===== config.mk =====
export PLATFORM = sky130hd
export DESIGN_NAME = bdm_queue
export DESIGN_NICKNAME = d
export VERILOG_FILES = /design/src/rtl/bdm_pkg.sv /design/src/rtl/bdm_queue.sv
export SDC_FILE = /design/constraint.sdc
export NUM_CORES = 1
export LEC_CHECK = 0
export BUFFER_PORTS_ARGS = -buffer_cell sky130_fd_sc_hd__buf_2
export CAP_MARGIN = 15
export CORE_ASPECT_RATIO = 1.5
export CORE_MARGIN = 1.5
export CORE_UTILIZATION = 57
export DETAILED_ROUTE_END_ITERATION = 16
export PLACE_DENSITY = 0.93
export SLEW_MARGIN = 10
export SYNTH_ARGS = -nofsm -noshare
export SYNTH_HDL_FRONTEND = slang
export SYNTH_SLANG_ARGS = --single-unit

===== constraint.sdc =====
create_clock -name clock -period 12.9 [get_ports clock]
set_input_delay 3.225 -clock clock [delete_from_list [all_inputs] [get_ports clock]]
set_output_delay 3.225 -clock clock [all_outputs]
set_load 0.02 [all_outputs]

===== src/rtl/bdm_pkg.sv =====
// Shared types and constants for the 5x5 Bayer demosaic block.
// No dependencies; imported by every module of the block except bdm_ram.
`timescale 1ns / 1ps

package bdm_pkg;

   // Sample and window geometry
   localparam int PIX_W     = 8;
   localparam int NUM_LINES = 4;
   localparam int WIN       = 5;
   localparam int ROW_W     = 10;
   localparam int SUM_W     = 14;

   // Configuration port
   localparam int WIDTH_CFG_W = 11;
   localparam int SHIFT_W     = 4;
   localparam int CSR_INDEX_W = 1;
   localparam int CSR_DATA_W  = 11;

   localparam logic [CSR_INDEX_W-1:0] CSR_IMAGE_WIDTH  = 1'b0;
   localparam logic [CSR_INDEX_W-1:0] CSR_OUTPUT_SHIFT = 1'b1;

   localparam logic [WIDTH_CFG_W-1:0] IMAGE_WIDTH_RESET  = 11'd640;
   localparam logic [SHIFT_W-1:0]     OUTPUT_SHIFT_RESET = 4'd4;

   // Queue between front and back, and items the whole pipeline can hold
   localparam int QUEUE_DEPTH   = 2;
   localparam int PIPE_CAPACITY = QUEUE_DEPTH + 3;

   typedef logic [PIX_W-1:0] pix_type;
   typedef pix_type [WIN-1:0][WIN-1:0] window_type;   // [row][column]
   typedef logic [SUM_W-1:0] sum_type;

   // Color phase of the newest sample: {row odd, column odd}
   typedef enum logic [1:0] {
      PHASE_B  = 2'b00,
      PHASE_GB = 2'b01,
      PHASE_GR = 2'b10,
      PHASE_R  = 2'b11
   } phase_type;

   // One classified pixel handed from front to back
   typedef struct packed {
      logic       line_end;
      phase_type  phase;
      window_type pix;
   } patch_type;

endpackage


===== src/rtl/bdm_queue.sv =====
// Short queue of classified windows between front and back end.
// Depth from bdm_pkg::QUEUE_DEPTH. Uses bdm_pkg.
`timescale 1ns / 1ps

module bdm_queue (
   input  logic               clock,
   input  logic               reset,
   input  logic               push_valid,
   output logic               push_ready,
   input  bdm_pkg::patch_type push_data,
   output logic               pop_valid,
   input  logic               pop_ready,
   output bdm_pkg::patch_type pop_data
);

   import bdm_pkg::*;

   localparam int PTR_W = (QUEUE_DEPTH > 1) ? $clog2(QUEUE_DEPTH) : 1;
   localparam int CNT_W = $clog2(QUEUE_DEPTH + 1);

   patch_type        entry_ff [QUEUE_DEPTH];
   logic [PTR_W-1:0] wr_ptr_ff, wr_ptr_in;
   logic [PTR_W-1:0] rd_ptr_ff, rd_ptr_in;
   logic [CNT_W-1:0] count_ff, count_in;
   logic             push, pop;

   assign push_ready = (count_ff != CNT_W'(QUEUE_DEPTH));
   assign pop_valid  = (count_ff != '0);
   assign push       = push_valid && push_ready;
   assign pop        = pop_valid && pop_ready;
   assign pop_data   = entry_ff[rd_ptr_ff];

   // Advance pointers with wrap and track occupancy
   always_comb begin
      wr_ptr_in = wr_ptr_ff;
      rd_ptr_in = rd_ptr_ff;
      count_in  = count_ff;
      if (push) begin
         wr_ptr_in = (wr_ptr_ff == PTR_W'(QUEUE_DEPTH-1)) ? '0 : wr_ptr_ff + PTR_W'(1);
      end
      if (pop) begin
         rd_ptr_in = (rd_ptr_ff == PTR_W'(QUEUE_DEPTH-1)) ? '0 : rd_ptr_ff + PTR_W'(1);
      end
      if (push && !pop) begin
         count_in = count_ff + CNT_W'(1);
      end else if (pop && !push) begin
         count_in = count_ff - CNT_W'(1);
      end
   end

   always_ff @(posedge clock) begin
      if (reset) begin
         wr_ptr_ff <= '0;
         rd_ptr_ff <= '0;
         count_ff  <= '0;
      end else begin
         wr_ptr_ff <= wr_ptr_in;
         rd_ptr_ff <= rd_ptr_in;
         count_ff  <= count_in;
      end
   end

   // Store the pushed entry
   always_ff @(posedge clock) begin
      if (push) begin
         entry_ff[wr_ptr_ff] <= push_data;
      end
   end

endmodule


Word-level counts from Yosys, hierarchy flattened
Memories as Yosys holds them, arrays and structs flattened. A register that Yosys moved wholly into a read port is not among the register bits.
Cells that the tools add are included.

storage, ports and cells
  word-level logic and storage cells = 25
  output and inout bits = 205
  register bits after elaboration = 4
  RAM bits = 406
  bits of input ports = 207
  memories = 1

cells by class
  equality and inequality tests = 1
  multiplexer cells = 8
  add/subtract/negate cells = 4
  reduce and logical (&&, ||, !) cells = 8

memory list
  memory    words  width  read ports  clocked after memory_dff  wr ports  line             source
  entry_ff  2      203    1           1                         1         bdm_queue.sv:21  patch_type entry_ff [QUEUE_DEPTH];

operators with widths
  operator               count
  $mux W1                6
  $logic_and A1 B1 Y1    4
  $mux W2                2
  $reduce_bool A2 Y1     2
  $add A1 B1 Y1 const B  2
  $add A2 B1 Y2 const B  1
  $logic_not A1 Y1       2
  $ne A2 B2 Y1 const B   1
  $sub A2 B1 Y2 const B  1

Logic depth before layout (Yosys ltp)
  word-level depth = 6
  depth in mapped cells = 6
  mapped depth without buffers = 6

Least setup slack after synthesis
Ideal clock, no wire load.

  kind = input -> register
  start point = input push_valid
  end point = memory entry_ff[1][0] in the netlist's numbering (enable)
  required time = 12.310 ns
  cell stages on the path = 1
  setup time = 0.590 ns
  setup slack = 4.398 ns
  arrival = 7.912 ns
  buffers on the path = 0
  cell sequence = and3_1

between the ends
  word-level cells in the longest chain between the ends = 3

RTL lines
  item                           line             source
  start, declared                bdm_queue.sv:8   input logic push_valid,
  $logic_and A1 B1 Y1            bdm_queue.sv:29  assign push = push_valid && push_ready;
  $mux W1                        bdm_queue.sv:65  if (push) begin
  $mux W1 (implied by the code)  bdm_queue.sv:66  entry_ff[wr_ptr_ff] <= push_data;
  end, declared                  bdm_queue.sv:21

Every way passes these cells.

==> impl_results.md <==
- DRC: 0
- Final Slew Violations: 0
- Final wirelength: 32.2 mm
- Req. time, crit path: 9680 ps
- Layout Utilization: 70.2%
- Compound-Gate Fraction of Synth Area: 0.193%
- Largest net degree at the start of global routing: 133
- Pre-CTS WS: 6520 ps
- Max cap viols: 0
- Routed len/inst: 21.9 um
- Seq/Total Area, Yosys: 78.9%
- Clock root cell: clkbuf_16
- Worst slew margin: 29.7%
- PD cells: 203 nW/um2
- GR Overflow Total: 0
- Critical Path Source Type: flop
- Global-route wire length before repair: 45.9 mm
- Routed Antenna Nets: 0
- Final nets: 1297
- Overall Power: 3860 uW
- Clk Latency, worst-skew pair: 510 ps
- Multiplexer area fraction after synthesis: 18.8%
- I/O pins: 412
- Crit path DAT: 3670 ps
- Setup TNS: 0 ps
- Port buffer count: 411
- Clock skew: 11.1 ps
- CP max stage cell: dfxtp_4
- R2R depth: 4
- Most used cell, CP: buf_4
- Outcome: finished clean
- Worst-Margin Slew: 1050 ps
- Worst Setup Path Type: flop to output pin
- First-pass DRT Iterations: 4
- CP peak stage delay: 1020 ps
- Max VDD drop: 0.286 mV
- Main combinational cell family by area after synthesis: multiplexers
- FILL cells: 1654
- Cells after Synth: 656
- Busiest metal layer after global routing: met2
- Cell family with most CP delay: buffers and inverters
- Final hold vios: 0
- H-tree depth: 2
- CP Cell Sequence: buf_4 > buf_4 > mux2_4 > buf_2
- RSZ-0062 raised after global routing: no
- WP buf/inv: 3
- Area growth syn-to-layout: 21.8%
- Worst hold endpoint: count_ff[1]
- Die Area: 28400 um2
- P_leak: 0.00740 uW
- Reg-to-Reg End: entry_ff[0][131]
- GR Layer Usage met3: 5.47%
- Period utilization: 53.5%
- Met1 Track Usage GR: 22.9%
- CTS Hold Bufs: 0
- Synthesized area: 15600 um2
- Vias in the first global route: 7945
- Die width: 138 um
- Die H: 206 um
- Detail Placement HPWL: 21.9 mm
- Final Worst Setup Slack: 6000 ps
- Vias per Instance: 5.27
- Placed instance count: 1392
- Initial antenna violation count: 11
- Commonest non-fill, non-tap cell in the layout: buf_2
- CTS clk-pin slew, worst paths: 60 ps
- Hold-critical path depth: 2
- Core area: 27000 um2
- CTS tree: yes
- # rows: 74
- RePlAce Congestion: 0.813
- YS warnings: 0
- Clk sinks: 411
- R2r setup slk: 9820 ps
- Num CTS Buffers: 37
- Final std cells w/o fill: 1466
- Most frequent cells in the layout: buf_2, edfxtp_1, mux2_4
- Crit end category: output pin
- FF-to-FF Start: count_ff[0]
- CTS Buffer Depth: 3
- Vias: 7721
- Hold Crit Start: count_ff[1]
- Total GRT Usage: 21.7%
- Synth Register Bits: 411
- Met2 Track Usage GR: 39.9%
- Initial Utilization: 57.6%
- Crit Path Max Fanout: 62
- Min-delay worst type: flop to flop
- Post-Synth Adder-Cell Area: 0.0803%
- Final setup fails: 0
- Syn_nets: 864
- Final min period: 6900 ps
- Fmax: 145 MHz
- Post-synthesis simple-gate area fraction: 0.321%
- Distinct cell type count of the synthesized netlist: 20
- Starting DRC count in detailed routing: 393
- Cts repair resizes: 0
- Xor-xnor portion of the synthesized cell area: 0.169%
- Share of cells above drive strength 1: 60.4%
- Syn Area/Cell: 23.8 um2
- Postcts setup bufs: 0
-- flip-flops by register name (all words and copies together), names as in the netlist, named ones only --
register / count
rd_ptr_ff: 1
wr_ptr_ff: 1
entry_ff: 406
count_ff: 2
-- worst max path at each step --
stage                    start        endpoint  slack, ps  depth (start not counted)
floorplan           push_valid  entry_ff[1][0]       4400                          1
global placement          flop   pop_data[127]       6620                          4
detailed placement        flop    pop_data[73]       6520                          4
CTS                       flop    pop_data[83]       5950                          4
global route              flop    pop_data[87]       5810                          4
finish                    flop    pop_data[83]       6000                          4
-- worst register-to-register path: cells and delay by family, from the launching register on --
kind                   cells  cell delay, ps
and+or+nand+nor            2             500
DFF                        1             410
buffers and inverters      2            1750
-- synthesized netlist by cell type, drive strengths merged --
cell type / instances / area [um2]
nand2b: 1 / 6.26
buf: 23 / 244
a21oi: 2 / 10.0
or3: 1 / 6.26
ha: 1 / 12.5
or2: 1 / 6.26
nand3b: 1 / 7.51
mux2: 203 / 2920
and3: 1 / 6.26
and2: 1 / 6.26
dfxtp: 5 / 100
nor2: 3 / 11.3
a21bo: 1 / 10.0
edfxtp: 406 / 12200
o21ai: 2 / 10.0
inv: 1 / 3.75
xor2: 3 / 26.3
-- power by group --
group | internal (uW) | total, uW | leakage (uW) | switching [uW]
clock network | 548 | 995 | 0.000526 | 447
registers | 1670 | 1750 | 0.00383 | 78.5
logic | 488 | 1120 | 0.00304 | 627
total | 2710 | 3860 | 0.00740 | 1150
-- routing by layer --
layer / vias to the layer above / part of all wire [%]
li1: 3487 / -
met1: 3804 / 35
met2: 328 / 54
met3: 98 / 5.9
met4: 4 / 5.2
met5: - / 0.078
-- layout make-up --
| cell class | instances | area (um2) | share of cell area (%) |
|---|---|---|---|
| inverter | 1 | 11.3 | 0.0593 |
| tap | 342 | 428 | 2.25 |
| sequential | 411 | 12300 | 64.8 |
| timing repair buffer | 417 | 2100 | 11.1 |
| antenna | 9 | 22.5 | 0.119 |
| clock buffer | 44 | 952 | 5.02 |
| clock inverter | 21 | 126 | 0.666 |
| multi-input combinational | 221 | 3050 | 16.1 |
-- per-stage QoR --
stage / area (um2) / hold slack, ps
global placement: 17900 / 485
detailed placement: 17900 / 515
floorplan: 15600 / 471
CTS: 19000 / 535
global route: 19000 / 558
finish: 19000 / 531
-- logic make-up after synthesis --
family          after synthesis
buf+inv                      24
flops                       411
xor+xnor                      3
simple gates                  9
compound gates                5
fa+ha+maj                     1
mux                         203
Power figures use the tool's default switching activity.
