## config.mk

```make
export PLATFORM = sky130hd
export DESIGN_NAME = bdm_back
export DESIGN_NICKNAME = d
export VERILOG_FILES = /design/src/rtl/bdm_pkg.sv /design/src/rtl/bdm_back.sv
export SDC_FILE = /design/constraint.sdc
export NUM_CORES = 1
export LEC_CHECK = 0
export BUFFER_PORTS_ARGS = -buffer_cell sky130_fd_sc_hd__buf_2
export CAP_MARGIN = 25
export CORE_MARGIN = 1
export CORE_UTILIZATION = 45
export CTS_BUF_LIST = sky130_fd_sc_hd__clkbuf_2 sky130_fd_sc_hd__clkbuf_4 sky130_fd_sc_hd__clkbuf_8
export CTS_CLUSTER_DIAMETER = 40
export DETAILED_ROUTE_END_ITERATION = 7
export PLACE_DENSITY = 0.71
export SYNTH_ARGS = -nofsm -noshare
export SYNTH_HDL_FRONTEND = slang
export SYNTH_SLANG_ARGS = --single-unit
export TNS_END_PERCENT = 1
```

## constraint.sdc

```tcl
create_clock -name clock -period 8 [get_ports clock]
set_input_delay 0.4 -clock clock [delete_from_list [all_inputs] [get_ports clock]]
set_output_delay 0.4 -clock clock [all_outputs]
set_load 0.03 [all_outputs]
```

## src/rtl/bdm_pkg.sv

```systemverilog
// Shared types and constants for the 5x5 Bayer demosaic block.
// No dependencies; imported by every module of the block except bdm_ram.
`timescale 1ns / 1ps

package bdm_pkg;

   // Sample and window geometry
   localparam int PIX_W     = 8;
   localparam int NUM_LINES = 4;
   localparam int WIN       = 5;
   localparam int ROW_W     = 10;
   localparam int SUM_W     = 14;

   // Configuration port
   localparam int WIDTH_CFG_W = 11;
   localparam int SHIFT_W     = 4;
   localparam int CSR_INDEX_W = 1;
   localparam int CSR_DATA_W  = 11;

   localparam logic [CSR_INDEX_W-1:0] CSR_IMAGE_WIDTH  = 1'b0;
   localparam logic [CSR_INDEX_W-1:0] CSR_OUTPUT_SHIFT = 1'b1;

   localparam logic [WIDTH_CFG_W-1:0] IMAGE_WIDTH_RESET  = 11'd640;
   localparam logic [SHIFT_W-1:0]     OUTPUT_SHIFT_RESET = 4'd4;

   // Queue between front and back, and items the whole pipeline can hold
   localparam int QUEUE_DEPTH   = 2;
   localparam int PIPE_CAPACITY = QUEUE_DEPTH + 3;

   typedef logic [PIX_W-1:0] pix_type;
   typedef pix_type [WIN-1:0][WIN-1:0] window_type;   // [row][column]
   typedef logic [SUM_W-1:0] sum_type;

   // Color phase of the newest sample: {row odd, column odd}
   typedef enum logic [1:0] {
      PHASE_B  = 2'b00,
      PHASE_GB = 2'b01,
      PHASE_GR = 2'b10,
      PHASE_R  = 2'b11
   } phase_type;

   // One classified pixel handed from front to back
   typedef struct packed {
      logic       line_end;
      phase_type  phase;
      window_type pix;
   } patch_type;

endpackage

```

## src/rtl/bdm_back.sv

```systemverilog
// Back end: applies the phase-dependent 5x5 kernels, then shifts, saturates
// and presents the RGB result. Uses bdm_pkg.
`timescale 1ns / 1ps

module bdm_back (
   input  logic                          clock,
   input  logic                          reset,
   input  logic                          pop_valid,
   output logic                          pop_ready,
   input  bdm_pkg::patch_type            pop_data,
   input  logic [bdm_pkg::SHIFT_W-1:0]   output_shift,
   output logic                          rsp_valid,
   input  logic                          rsp_stall,
   output logic [bdm_pkg::PIX_W-1:0]     rsp_blue,
   output logic [bdm_pkg::PIX_W-1:0]     rsp_green,
   output logic [bdm_pkg::PIX_W-1:0]     rsp_red,
   output logic                          rsp_line_end
);

   import bdm_pkg::*;

   // Kernel weights (each kernel sums to 64)
   localparam sum_type W2  = SUM_W'(2);
   localparam sum_type W4  = SUM_W'(4);
   localparam sum_type W6  = SUM_W'(6);
   localparam sum_type W8  = SUM_W'(8);
   localparam sum_type W14 = SUM_W'(14);
   localparam sum_type W16 = SUM_W'(16);
   localparam sum_type W24 = SUM_W'(24);
   localparam sum_type W36 = SUM_W'(36);
   localparam sum_type SAT_MAX = SUM_W'(255);

   function automatic sum_type ext(input pix_type v);
      return SUM_W'(v);
   endfunction

   function automatic pix_type saturate(input sum_type s, input logic [SHIFT_W-1:0] sh);
      sum_type v;
      v = s >> sh;
      return (v > SAT_MAX) ? PIX_W'(SAT_MAX) : v[PIX_W-1:0];
   endfunction

   window_type p;
   sum_type    edge4, cross4;
   sum_type    k_diag, k_green1, k_x, k_green2, k_horz, k_vert;
   sum_type    blue_sum, green_sum, red_sum;

   logic       sum_valid_ff, sum_valid_in;
   sum_type    blue_sum_ff, green_sum_ff, red_sum_ff;
   logic       sum_last_ff;

   logic       rsp_valid_ff, rsp_valid_in;
   pix_type    rsp_blue_ff, rsp_green_ff, rsp_red_ff;
   logic       rsp_last_ff;

   logic       out_ready, pop;

   // Kernels shared by the four phases
   assign p      = pop_data.pix;
   assign edge4  = ext(p[0][2]) + ext(p[2][0]) + ext(p[2][4]) + ext(p[4][2]);
   assign cross4 = ext(p[1][1]) + ext(p[1][3]) + ext(p[3][1]) + ext(p[3][3]);

   assign k_diag   = ext(p[0][0]) + ext(p[0][4]) + ext(p[4][0]) + ext(p[4][4])
                   + W6 * edge4 + W36 * ext(p[2][2]);
   assign k_green1 = ext(p[0][1]) + ext(p[0][3]) + ext(p[1][0]) + ext(p[1][4])
                   + ext(p[3][0]) + ext(p[3][4]) + ext(p[4][1]) + ext(p[4][3])
                   + W14 * (ext(p[1][2]) + ext(p[2][1]) + ext(p[2][3]) + ext(p[3][2]));
   assign k_x      = W16 * cross4;
   assign k_green2 = W2 * edge4 + W8 * cross4 + W24 * ext(p[2][2]);
   assign k_horz   = W4 * (ext(p[0][1]) + ext(p[0][3]) + ext(p[4][1]) + ext(p[4][3]))
                   + W24 * (ext(p[2][1]) + ext(p[2][3]));
   assign k_vert   = W4 * (ext(p[1][0]) + ext(p[1][4]) + ext(p[3][0]) + ext(p[3][4]))
                   + W24 * (ext(p[1][2]) + ext(p[3][2]));

   // Route kernels to channels by color phase
   always_comb begin
      case (pop_data.phase)
         PHASE_B: begin
            blue_sum  = k_diag;
            green_sum = k_green1;
            red_sum   = k_x;
         end
         PHASE_GB: begin
            blue_sum  = k_horz;
            green_sum = k_green2;
            red_sum   = k_vert;
         end
         PHASE_GR: begin
            blue_sum  = k_vert;
            green_sum = k_green2;
            red_sum   = k_horz;
         end
         PHASE_R: begin
            blue_sum  = k_x;
            green_sum = k_green1;
            red_sum   = k_diag;
         end
         default: begin
            blue_sum  = '0;
            green_sum = '0;
            red_sum   = '0;
         end
      endcase
   end

   // Pipeline flow control: the output register parts the sum stage from the receiver
   assign out_ready    = !rsp_valid_ff || !rsp_stall;
   assign pop_ready    = !sum_valid_ff || out_ready;
   assign pop          = pop_valid && pop_ready;
   assign sum_valid_in = pop ? 1'b1 : (out_ready ? 1'b0 : sum_valid_ff);
   assign rsp_valid_in = out_ready ? sum_valid_ff : rsp_valid_ff;

   always_ff @(posedge clock) begin
      if (reset) begin
         sum_valid_ff <= 1'b0;
         rsp_valid_ff <= 1'b0;
      end else begin
         sum_valid_ff <= sum_valid_in;
         rsp_valid_ff <= rsp_valid_in;
      end
   end

   // Hold sums, then shift and saturate into the output register
   always_ff @(posedge clock) begin
      if (pop) begin
         blue_sum_ff  <= blue_sum;
         green_sum_ff <= green_sum;
         red_sum_ff   <= red_sum;
         sum_last_ff  <= pop_data.line_end;
      end
      if (out_ready && sum_valid_ff) begin
         rsp_blue_ff  <= saturate(blue_sum_ff, output_shift);
         rsp_green_ff <= saturate(green_sum_ff, output_shift);
         rsp_red_ff   <= saturate(red_sum_ff, output_shift);
         rsp_last_ff  <= sum_last_ff;
      end
   end

   assign rsp_valid    = rsp_valid_ff;
   assign rsp_blue     = rsp_blue_ff;
   assign rsp_green    = rsp_green_ff;
   assign rsp_red      = rsp_red_ff;
   assign rsp_line_end = rsp_last_ff;

endmodule

```

-- Word level (Yosys, flattened, before mapping)
Cells that the tools add are included.
- bits in registers: 70
- bits of input ports: 211
- add/subtract/negate cells: 33
- multipliers: 6
- $lt $le $gt $ge: 3
- equal/unequal tests: 3
- shifts and indexed selects: 3
- multiplexer cells: 5
- reduce and logical (&&, ||, !) cells: 11
- operator list (operator ; number):
    one-hot mux 14 bit (4 select lines) ; 2
    adder 14 x 8 -> 14 bit ; 6
    adder 8 x 8 -> 9 bit ; 8
    adder 10 x 8 -> 11 bit ; 6
    adder 9 x 8 -> 10 bit ; 6
    > comparator 14 x 8 -> 1 bit, second input constant ; 3
    right shift 14 x 4 -> 14 bit ; 3
    adder 13 x 14 -> 14 bit ; 2
    adder 14 bit ; 2
    one-hot mux 14 bit (2 select lines) ; 1
    multiplier 2 x 9 -> 11 bit, first input constant ; 2
    adder 11 x 14 -> 14 bit ; 1
    adder 12 x 14 -> 14 bit ; 1
    adder 14 x 13 -> 14 bit ; 1
    multiplier 2 x 11 -> 13 bit, first input constant ; 1
    multiplier 3 x 11 -> 13 bit, first input constant ; 1
    multiplier 4 x 8 -> 12 bit, first input constant ; 1
    multiplier 2 x 8 -> 10 bit, first input constant ; 1
    == test 2 bit, second input constant ; 2
    OR reduction 2 bit ; 2
    logical NOT 1 bit ; 3
    == test 2 x 1 -> 1 bit, second input constant ; 1
    logical AND 1 bit ; 2
    logical NOT 2 bit ; 1
    3 further kinds ; 5

-- Depth between registers and ports, before layout
- word-level depth: 9
- depth in mapped cells: 30
- gate-level depth less buffers: 30

-- Worst setup path before layout
No wires, ideal clock.
- path kind: in2reg
- start: input port pop_data[17] in the netlist's numbering
- end: register red_sum_ff[13], data pin
- setup time: 0.256 ns
- arrival time: 6.774 ns
- required time: 7.744 ns
- slack: 0.970 ns
- stages: 25
- path buffers: 0
- cells stage by stage: inv_1 > fa_1 > inv_1 > fa_1 > ha_1 > fa_1 > xor2_1 > ha_1 > a21o_1 > maj3_2 > xor2_1 > fa_1 > inv_1 > fa_1 > fa_1 > inv_1 > ha_1 > and3_1 > a2111oi_2 > o21ai_1 > a21oi_1 > o21ai_1 > xnor2_1 > nor2_1 > o22a_1
- cells in the longest elaborated chain, start to end: 7
- ends and longest elaborated chain (element ; RTL line ; source):
    start: declaration ; bdm_back.sv:10 ; input bdm_pkg::patch_type pop_data,
    adder 8 x 8 -> 9 bit ; bdm_back.sv:60 ; assign edge4 = ext(p[0][2]) + ext(p[2][0]) + ext(p[2][4]) + ext(p[4][2]);
    adder 9 x 8 -> 10 bit ; bdm_back.sv:60 ;
    adder 10 x 8 -> 11 bit ; bdm_back.sv:60 ;
    multiplier 2 x 11 -> 13 bit ; bdm_back.sv:64 ; + W6 * edge4 + W36 * ext(p[2][2]);
    adder 11 x 14 -> 14 bit ; bdm_back.sv:64 ;
    adder 14 bit ; bdm_back.sv:64 ;
    one-hot mux 14 bit (4 select lines) ; bdm_back.sv:77 ; case (pop_data.phase)
    named net red_sum[13] ; bdm_back.sv:46 ; sum_type blue_sum, green_sum, red_sum;
    end signal: assignment ; bdm_back.sv:128 ; red_sum_ff <= red_sum;
    end: declaration ; bdm_back.sv:49 ; sum_type blue_sum_ff, green_sum_ff, red_sum_ff;
The timed path passes the listed nets, and every way through them passes these cells.
A chain may end at the register's enable or synchronous reset.

-- Worst setup path in the final report
Same ends and word-level chain as after synthesis.

==> flow_summary.json <==
{
  "crit_arrival_ns": 7.35,
  "cp_max_fo": 7,
  "final_common_cell": "inv_1",
  "crit_type": "in2reg",
  "gp_congestion": 0.919,
  "drt_wl_total_mm": 35.2,
  "cp-end-kind": "flip-flop",
  "coreArea_um2": 32000,
  "start_util_pct": 46.2,
  "cp_data_required_time_ns": 8.11,
  "final_cells": 2251,
  "synth_fa_ha_area_share_pct": 40.7,
  "yosys.area.top_type": "fa_1",
  "synthCells": 1596,
  "ant_nets": 0,
  "status": "finished, final reports clean",
  "dieArea_um2": 33600,
  "drt_iter0_markers": 662,
  "area_delta_synth_final_pct": 12.0,
  "cts_tree": "built",
  "yosys-top-cells-area": "fa_1 23%, ha_1 18%, edfxtp_1 14%",
  "synth_cell_types": 70,
  "yosys_warnings": 0,
  "wl_per_cell_um": 15.6,
  "synthMuxAreaShare_pct": 3.95,
  "ios": 238,
  "synth_ff_type": "edfxtp_1",
  "cts_buffers": 9,
  "hpwl_mm": 31.6,
  "num_rows": 65,
  "postCtsHoldBufs": 0,
  "cap_violations": 0,
  "clockBufferDepth": 2,
  "final_cell_mix": "279 x inv_1, 237 x buf_2, 213 x ha_1",
  "cts_resized": 0,
  "min_period_ns": 7.24,
  "clock_skew_ns": 0.00469,
  "portBuffers": 237,
  "grt_max_degree": 50,
  "grt_overflow": 0,
  "synth_top_family_by_area": "adder cells",
  "die_h_um": 183,
  "fp.dieW_um": 183,
  "vias": 11900,
  "drv_slew": 0,
  "synth_edf_count": 68,
  "drive_gt1_share_pct": 16.3,
  "nets": 2401,
  "startpoint_type": "input port",
  "synth_fp_nets": 2187,
  "firstDrtPassIters": 6,
  "finalSetupViolations": 0,
  "synth_simple_gate_area_share_pct": 7.47,
  "h-tree-depth": 3,
  "grt_pass1_vias": 11700,
  "avgSynthCellArea_um2": 9.26,
  "clk_latency_ns": 0.36,
  "finalCritPeriodShare_pct": 90.5,
  "grt_first_pass_wirelength_mm": 56.7,
  "clkTransAtPathRegs_ns": 0.06,
  "hold_class": "in2reg",
  "antenna_found_initial": 1,
  "ys_ff_latch": 70,
  "yosysSeqAreaShare_pct": 14.1,
  "cts_root_buf": "clkbuf_8",
  "cts_sinks": 70,
  "synth_top_area_share_pct": 22.6,
  "worstMarginPinSlew_ns": 1.03,
  "grtUsageTotal_pct": 21.2,
  "drcViolationCount": 0,
  "hold_violations": 0,
  "dp_cells": 2234,
  "fmaxAchievable_ghz": 0.138,
  "async_reset_ff_share_pct": 0,
  "tns_ns": 0,
  "synth_xor_area_share_pct": 7.57,
  "max_slew_margin_pct": 31.6,
  "synthesis.area_um2": 14800,
  "post_cts_buffers": 0,
  "synth-compound-area-share_pct": 18.0,
  "rsz0062_at_grt": "no",
  "via_per_inst": 5.28,
  "whs_ns": 0.218
}
==> synth_stat cells, drive strengths merged (7+ instances only) <==
library cell	n
o31ai	7
nor2	104
edfxtp	68
ha	213
nand3	11
buf	7
inv	280
o22ai	8
and2	7
nand2	52
mux2i	28
clkbuf	28
xor2	38
a22oi	9
xnor2	88
a222oi	7
a31oi	12
mux2	19
a21o	34
a21boi	13
o21bai	37
a21oi	138
a211oi	21
nor3	25
fa	167
nor2b	19
o21a	17
o21ai	60
nand2b	10
==> critical path, stage by stage <==
cell and delay [ns]:
buf_2 0.08, inv_1 0.04, fa_1 0.53, inv_1 0.05
fa_1 0.45, ha_1 0.24, fa_1 0.41, xor2_1 0.56
ha_1 0.38, a21oi_1 0.34, xnor2_1 0.13, xnor2_1 0.17
fa_1 0.51, inv_1 0.05, fa_1 0.46, fa_1 0.54
inv_1 0.04, ha_1 0.33, and3_1 0.19, a2111oi_2 0.53
o21ai_1 0.11, a21oi_1 0.24, o21ai_1 0.13, xnor2_1 0.20
nor2_1 0.06, o22a_1 0.16
==> logic make-up after synthesis <==
| group | Yosys count |
|---|---|
| compound gates | 407 |
| xor+xnor | 126 |
| fa+ha+maj | 381 |
| buf+inv | 316 |
| flops | 70 |
| mux | 51 |
| simple gates | 245 |
==> state kept, by name (all words and copies together) (netlist names) <==
name and flops:
blue_sum_ff 14, green_sum_ff 14, red_sum_ff 14, rsp_blue 8, rsp_green 8, rsp_line_end 1
rsp_red 8, rsp_valid 1, sum_last_ff 1, sum_valid_ff 1
==> metal layers <==
layer,global-route usage (%),share of wire [%]
met1,28.4,45
met2,36.5,48
met3,2.92,5.4
met4,4.50,1.9
met5,0,0
==> cell type report <==
| type | instances | area [um2] |
|---|---|---|
| Antenna cell | 1 | 2.50 |
| Clock buffer | 14 | 168 |
| Clock inverter | 2 | 10.0 |
| Fill cell | 2972 | 15400 |
| Inverter | 281 | 1050 |
| Multi-Input combinational cell | 1210 | 11500 |
| Sequential cell | 70 | 2080 |
| Tap cell | 435 | 544 |
| Timing Repair Buffer | 238 | 1200 |
==> path summary, 6_finish.rpt <==
kind                                        from             end  slack, ns  cells after the start
worst max-delay path                pop_data[17]  red_sum_ff[13]       0.76                     26
worst min-delay path               pop_data[202]     sum_last_ff       0.22                      1
worst min register to register       sum_last_ff    rsp_line_end       0.43                      0
worst max register to register  green_sum_ff[12]    rsp_green[5]       5.74                      6
==> metrics by stage <==
step / setup WS (ns) / utilization [%] / area (um2)
3_5_place_dp: 0.411 / 51.2 / 16400
3_3_place_gp: 0.532 / 51.2 / 16400
4_1_cts: 0.782 / 51.8 / 16500
5_1_grt: 0.357 / 51.8 / 16500
6_report: 0.759 / 51.8 / 16500
2_1_floorplan: 0.970 / - / 14800
Power is not shown: default switching activity piles up to over one toggle a cycle in this logic, so the estimate is an artifact.
